$ cat config.mk
export PLATFORM = sky130hd
export DESIGN_NAME = dhcp_reply_option_scan_top
export DESIGN_NICKNAME = d
export VERILOG_FILES = /design/src/sv/drs_pkg.sv /design/src/sv/drs_scan.sv /design/src/sv/dhcp_reply_option_scan_top.sv
export SDC_FILE = /design/constraint.sdc
export NUM_CORES = 1
export LEC_CHECK = 0
export ABC_CLOCK_PERIOD_IN_PS = 4150
export BUFFER_PORTS_ARGS = -buffer_cell sky130_fd_sc_hd__buf_2
export CAP_MARGIN = 15
export CORE_AREA = 2 2 135 137
export CTS_BUF_LIST = sky130_fd_sc_hd__clkbuf_16
export DETAILED_ROUTE_END_ITERATION = 10
export DIE_AREA = 0 0 137 139
export GPL_TIMING_DRIVEN = 0
export PLACE_DENSITY = 0.7
export SYNTH_ARGS = -nofsm -noshare
export SYNTH_HDL_FRONTEND = slang
export SYNTH_SLANG_ARGS = --single-unit
$ cat constraint.sdc
create_clock -name clk -period 4.15 [get_ports clk]
set_input_delay 0.6225 -clock clk [delete_from_list [all_inputs] [get_ports clk]]
set_output_delay 0.6225 -clock clk [all_outputs]
set_load 0.005 [all_outputs]
$ cat src/sv/drs_pkg.sv
// Shared types and constants for the DHCP reply option scanner.
`timescale 1ns / 1ps

package drs_pkg;

    localparam logic [7:0] OPT_PAD      = 8'd0;
    localparam logic [7:0] OPT_MSG_TYPE = 8'd53;
    localparam logic [7:0] OPT_END      = 8'hFF;
    localparam logic [7:0] MSG_OFFER    = 8'd2;
    localparam logic [7:0] MSG_ACK      = 8'd5;

    localparam int IN_TDATA_W  = 40;
    localparam int IN_TUSER_W  = 2;
    localparam int OUT_TDATA_W = 72;

    typedef enum logic [2:0] {
        PH_TYPE  = 3'b001,
        PH_LEN   = 3'b010,
        PH_VALUE = 3'b100
    } phase_t;

    typedef enum logic [1:0] {
        ACT_NONE    = 2'd0,
        ACT_REQUEST = 2'd1,
        ACT_BOUND   = 2'd2
    } action_t;

    typedef struct packed {
        logic [31:0] offered_addr;
        logic        is_reply;
        logic        last_byte;
        logic        first_byte;
        logic [7:0]  data_byte;
    } item_t;

    typedef struct packed {
        logic        addr_bound;
        logic [31:0] host_addr;
        logic [31:0] request_addr;
        action_t     action;
    } result_t;

endpackage

$ cat src/sv/drs_scan.sv
// Option list walker: per-packet scan state, host address store and result build.
`timescale 1ns / 1ps

module drs_scan
(
    input  logic            clk,
    input  logic            rst_n,
    input  logic            step,
    input  drs_pkg::item_t  item,
    output logic            res_valid,
    output drs_pkg::result_t result
);

    drs_pkg::phase_t phase_reg, phase_next;
    logic [7:0]      left_reg, left_next;
    logic            target_reg, target_next;
    logic            found_reg, found_next;
    logic [7:0]      msg_reg, msg_next;
    logic            done_reg, done_next;
    logic [31:0]     stored_reg, stored_next;
    logic            bound_reg, bound_next;

    logic       end_seen;
    logic [7:0] left_dec;

    always_comb
    begin
        // A first byte starts from a clean per-packet state.
        phase_next  = item.first_byte ? drs_pkg::PH_TYPE : phase_reg;
        left_next   = item.first_byte ? 8'd0 : left_reg;
        target_next = item.first_byte ? 1'b0 : target_reg;
        found_next  = item.first_byte ? 1'b0 : found_reg;
        msg_next    = item.first_byte ? 8'd0 : msg_reg;
        done_next   = item.first_byte ? 1'b0 : done_reg;
        stored_next = stored_reg;
        bound_next  = bound_reg;
        end_seen    = 1'b0;
        left_dec    = left_next - 8'd1;
        res_valid   = 1'b0;
        result.action       = drs_pkg::ACT_NONE;
        result.request_addr = 32'd0;

        if (!done_next)
        begin
            unique case (phase_next)
                drs_pkg::PH_LEN:
                begin
                    left_next = item.data_byte;
                    if (item.data_byte == 8'd0)
                    begin
                        phase_next  = drs_pkg::PH_TYPE;
                        target_next = 1'b0;
                    end
                    else
                    begin
                        phase_next = drs_pkg::PH_VALUE;
                    end
                end
                drs_pkg::PH_VALUE:
                begin
                    if (target_next && !found_next)
                    begin
                        msg_next   = item.data_byte;
                        found_next = 1'b1;
                    end
                    target_next = 1'b0;
                    left_next   = left_dec;
                    if (left_dec == 8'd0)
                    begin
                        phase_next = drs_pkg::PH_TYPE;
                    end
                end
                default:
                begin
                    phase_next = drs_pkg::PH_TYPE;
                    if (item.data_byte == drs_pkg::OPT_END)
                    begin
                        end_seen = 1'b1;
                    end
                    else if (item.data_byte != drs_pkg::OPT_PAD)
                    begin
                        target_next = (item.data_byte == drs_pkg::OPT_MSG_TYPE) && !found_next;
                        phase_next  = drs_pkg::PH_LEN;
                    end
                end
            endcase

            if (end_seen || item.last_byte)
            begin
                done_next = 1'b1;
                res_valid = 1'b1;
                if (item.is_reply && found_next)
                begin
                    if (msg_next == drs_pkg::MSG_OFFER)
                    begin
                        result.action       = drs_pkg::ACT_REQUEST;
                        result.request_addr = item.offered_addr;
                    end
                    else if (msg_next == drs_pkg::MSG_ACK)
                    begin
                        result.action = drs_pkg::ACT_BOUND;
                        stored_next   = item.offered_addr;
                        bound_next    = 1'b1;
                    end
                end
            end
        end

        result.host_addr  = stored_next;
        result.addr_bound = bound_next;
    end

    always_ff @(posedge clk or negedge rst_n)
    begin
        if (!rst_n)
        begin
            phase_reg  <= drs_pkg::PH_TYPE;
            left_reg   <= 8'd0;
            target_reg <= 1'b0;
            found_reg  <= 1'b0;
            msg_reg    <= 8'd0;
            done_reg   <= 1'b0;
            stored_reg <= 32'd0;
            bound_reg  <= 1'b0;
        end
        else if (step)
        begin
            phase_reg  <= phase_next;
            left_reg   <= left_next;
            target_reg <= target_next;
            found_reg  <= found_next;
            msg_reg    <= msg_next;
            done_reg   <= done_next;
            stored_reg <= stored_next;
            bound_reg  <= bound_next;
        end
    end

endmodule

$ cat src/sv/dhcp_reply_option_scan_top.sv
// Top level of the DHCP reply option scanner with stream ports.
// Usage:
//   Feed the option bytes of each packet, starting after the magic cookie, one
//   beat per byte on the s_axis group. tuser[0] marks the first byte of a packet,
//   tuser[1] says the packet is a reply, tlast marks the last byte available.
//   One result beat per packet leaves on m_axis, when the end option arrives or
//   at tlast, whichever comes first; further bytes of that packet are dropped.
// Path: the closing byte is taken into an input register and scanned there;
//   its result beat is registered into the output register once m_axis is
//   free, and is then valid on m_axis.
// Throughput: one byte per cycle while no result beat waits on m_axis, limited
//   by the scan step that updates the option walk state.
// Reset: clears the scan state, the stored host address and the bound flag;
//   no beat is held on either side.
// Stall: while m_axis is held off with a result waiting, the input register takes
//   a byte only while empty; once full, s_axis_tready is low until the result leaves.
`timescale 1ns / 1ps

module dhcp_reply_option_scan_top
(
    input  logic                               clk,
    input  logic                               rst_n,
    input  logic                               s_axis_tvalid,
    output logic                               s_axis_tready,
    // data_byte [7:0], offered_addr [39:8]
    input  logic [drs_pkg::IN_TDATA_W-1:0]     s_axis_tdata,
    // first_byte [0], is_reply [1]
    input  logic [drs_pkg::IN_TUSER_W-1:0]     s_axis_tuser,
    input  logic                               s_axis_tlast,
    output logic                               m_axis_tvalid,
    input  logic                               m_axis_tready,
    // action [1:0], request_addr [33:2], host_addr [65:34], addr_bound [66], zero [71:67]
    output logic [drs_pkg::OUT_TDATA_W-1:0]    m_axis_tdata
);

    logic             in_valid_reg;
    drs_pkg::item_t   in_item_reg;
    logic             out_valid_reg, out_valid_next;
    drs_pkg::result_t out_res_reg;

    logic             out_free;
    logic             advance;
    logic             res_valid;
    drs_pkg::result_t res;

    assign out_free      = !out_valid_reg || m_axis_tready;
    assign advance       = in_valid_reg && out_free;
    assign s_axis_tready = !in_valid_reg || advance;

    always_ff @(posedge clk or negedge rst_n)
    begin
        if (!rst_n)
        begin
            in_valid_reg <= 1'b0;
        end
        else if (s_axis_tready)
        begin
            in_valid_reg <= s_axis_tvalid;
        end
    end

    always_ff @(posedge clk)
    begin
        if (s_axis_tready && s_axis_tvalid)
        begin
            in_item_reg.data_byte    <= s_axis_tdata[7:0];
            in_item_reg.offered_addr <= s_axis_tdata[39:8];
            in_item_reg.first_byte   <= s_axis_tuser[0];
            in_item_reg.is_reply     <= s_axis_tuser[1];
            in_item_reg.last_byte    <= s_axis_tlast;
        end
    end

    drs_scan u_scan
    (
        .clk       (clk),
        .rst_n     (rst_n),
        .step      (advance),
        .item      (in_item_reg),
        .res_valid (res_valid),
        .result    (res)
    );

    always_comb
    begin
        out_valid_next = out_valid_reg;
        if (out_free)
        begin
            out_valid_next = advance && res_valid;
        end
    end

    always_ff @(posedge clk or negedge rst_n)
    begin
        if (!rst_n)
        begin
            out_valid_reg <= 1'b0;
        end
        else
        begin
            out_valid_reg <= out_valid_next;
        end
    end

    always_ff @(posedge clk)
    begin
        if (advance && res_valid)
        begin
            out_res_reg <= res;
        end
    end

    assign m_axis_tvalid = out_valid_reg;
    assign m_axis_tdata  = {5'd0, out_res_reg.addr_bound, out_res_reg.host_addr,
                            out_res_reg.request_addr, out_res_reg.action};

`ifndef SYNTHESIS
    a_bound_flag: assert property (@(posedge clk) disable iff (!rst_n)
        (out_valid_reg && out_res_reg.action == drs_pkg::ACT_BOUND) |-> out_res_reg.addr_bound)
        else $error("bound result without bound flag");

    a_no_req_addr: assert property (@(posedge clk) disable iff (!rst_n)
        (out_valid_reg && out_res_reg.action != drs_pkg::ACT_REQUEST)
            |-> (out_res_reg.request_addr == 32'd0))
        else $error("request address set without request action");

    a_action_code: assert property (@(posedge clk) disable iff (!rst_n)
        out_valid_reg |-> (out_res_reg.action == drs_pkg::ACT_NONE ||
                           out_res_reg.action == drs_pkg::ACT_REQUEST ||
                           out_res_reg.action == drs_pkg::ACT_BOUND))
        else $error("undefined action code");

    a_hold_input: assert property (@(posedge clk) disable iff (!rst_n)
        (in_valid_reg && !advance) |=> (in_valid_reg && $stable(in_item_reg)))
        else $error("input beat lost while result stalled");
`endif

endmodule

==> flow_summary.ini <==
[run_status]
status = finished, final reports clean

[final_layout]
final_core_util_pct = 48.5
drive_gt1_share_pct = 40.3
final_cell_mix = 115 x buf_2, 110 x edfxtp_1, 56 x dfrtp_1, 37 x mux2_2, 33 x and2_1
layout_commonest_cell = buf_2
largest_reg_flops = 67
final_cell_area_um2 = 8560
antennaDiodeCount = 0
synthToLayoutAreaGrowth_pct = 23.1
nets = 632

[sta]
maxSlewViolCount = 0
hold_viol = 0
max_slew_margin_pct = 32.1
fin_skew_ns = 0.0115
setup-violations-final = 0
fmax_mhz = 296
fin_crit_ns = 3.38
worstMarginPinSlew_ns = 1.01
rsz0062_at_grt = no
min_period_over_period_pct = 81.5

[grt]
track_usage_pct = 15.4
grt_max_degree = 39
antenna_found_initial = 0
grt_pass1_wl_um = 22400
overflow = 0
grt_pass1_vias = 4298

[clocking]
clk_path_buf_depth = 2
cts_setup_buffers = 0
htreeDepth = 4
clock_latency_ns = 0.42
cts_root_buffer = clkbuf_16
hold_buffers = 0
clkTransAtPathRegs_ns = 0.07
cts_buffers = 17
clock-sinks = 167
cts_tree = done
ctsResizeCount = 0

[floorplan]
dieArea_um2 = 19000
ios = 121
core_region_area_um2 = 17700
start_util_pct = 39.4
row_count = 49
chipWidth_um = 137
fp.dieH_um = 139

[placed_design]
hpwl_um = 9890
port_buffers = 115
gp_congestion = 0.859
placed_cell_area_um2 = 7920

[critical_path]
crit_arrival_ns = 3.71
startpoint_type = flip-flop
path_class = flip-flop to flip-flop
crit_fanout = 10
cp-end-kind = flip-flop
crit_required_ns = 4.48

[yosys]
ys_async_sr_fraction_pct = 34.1
synth_area_per_cell_um2 = 15.8
synth_seq_area_share_pct = 68.1
syn_inst = 441
ys_types = 53
syn_area_um2 = 6950
synth-edff-count = 110
yosys_warnings = 0
synth_seq_cells = 167
synth-main-ff-cell = edfxtp_1

[power_and_ir_drop]
power_density_nw_per_um2 = 486
power.total_uw = 4160
power_leakage_uw = 0.00368
vdd_drop_max_mv = 0.298

[flow_run]
drv_cap = 0

[drt]
wl_per_cell_um = 16.9
initialDrtViolationCount = 243
drc_errors = 0
detail-route-antenna-nets = 0
via_count = 4164
routed_wl_um = 13900
viasPerCell = 5.05
drt_first_pass_iters = 5

[hold_path]
hp-class = input port to asynchronous set/reset pin
==> cell type report <==
cell class / count / area (um^2)
fillers: 1518 / 9100
flip-flops and latches: 167 / 4730
multi-input cells: 252 / 2050
repair buffers: 119 / 663
clock buffers: 17 / 425
well taps: 229 / 287
clock inverters: 15 / 209
plain buffers: 23 / 181
inverters: 3 / 11.3
==> Yosys cell counts, drive strengths merged, types with 3 or more instances <==
cell type    n  share of area [%]
inv          3               0.16
mux2        67                 12
nor3        14                1.0
and2        34                3.1
nor4b        3               0.59
o21ai       15                1.1
nor2b        6               0.54
edfxtp     110                 48
o21a         3               0.32
nor4         8               0.94
buf         13                2.1
clkbuf      10               0.56
a22o         8                1.0
nand3        3               0.22
dfrtp       56                 20
or3          4               0.36
nand4        4               0.36
nand2b       8               0.72
a21oi        9               0.70
nor2        13               0.70
nand2       11               0.59
==> metal layers <==
| metal | share of wire, % | track usage, % | up-vias |
|---|---|---|---|
| li1 | - | - | 1943 |
| met1 | 42 | 19.2 | 2043 |
| met3 | 6.0 | 4.24 | 23 |
| met4 | 1.7 | 5.64 | 0 |
| met5 | 0 | 0 | - |
| met2 | 50 | 25.7 | 155 |
==> through the flow <==
stage / hold slack (ns) / TNS [ns] / cells / setup slack [ns]
after floorplan: 0.327 / 0 / 445 / 0.793
after global placement: 0.444 / -22.88 / 789 / -0.346
after detailed placement: 0.445 / 0 / 793 / 0.853
after CTS: 0.187 / 0 / 825 / 0.796
after global routing: 0.212 / 0 / 825 / 0.463
final: 0.179 / 0 / 825 / 0.768
==> worst max-delay path, cell delays in order (launching register included) <==
cell	delay, ns
edfxtp_1	0.52
clkbuf_1	0.37
clkbuf_1	0.43
inv_1	0.27
nand2_1	0.15
ha_1	0.26
or4b_2	0.61
o211ai_1	0.14
nor4bb_1	0.09
a31oi_1	0.32
o31ai_1	0.12
==> worst paths after layout <==
path / from / to / slack, ns / cells past startpoint
worst min-delay path: rst_n / u_scan.stored_reg[26] / 0.18 / 1
worst min register to register: u_scan.bound_reg / u_scan.bound_reg / 0.46 / 1
worst max register to register: in_item_reg[8] / u_scan.phase_reg[0] / 0.77 / 10
max in group asynchronous: rst_n / u_scan.phase_reg[0] / 3.32 / 2
worst max-delay path: in_item_reg[8] / u_scan.phase_reg[0] / 0.77 / 10
min in group clk: s_axis_tdata[5] / in_item_reg[5] / 0.37 / 1
==> power by group <==
part / switching, uW / internal (uW)
Sequential: 100 / 1900
Clock: 660 / 1020
Combinational: 271 / 204
==> cells by family (layout without fill, tap and decap cells) <==
logic type	count (synthesis)	after routing	synth area share, %
flops	167	167	68.1
simple gates	120	120	10.5
compound gates	57	57	5.71
other cells	1	5	0.0540
fa+ha+maj	2	2	0.360
xor+xnor	1	1	0.126
mux	67	67	12.4
buf+inv	26	177	2.77
(Power assumes the default switching activity.)
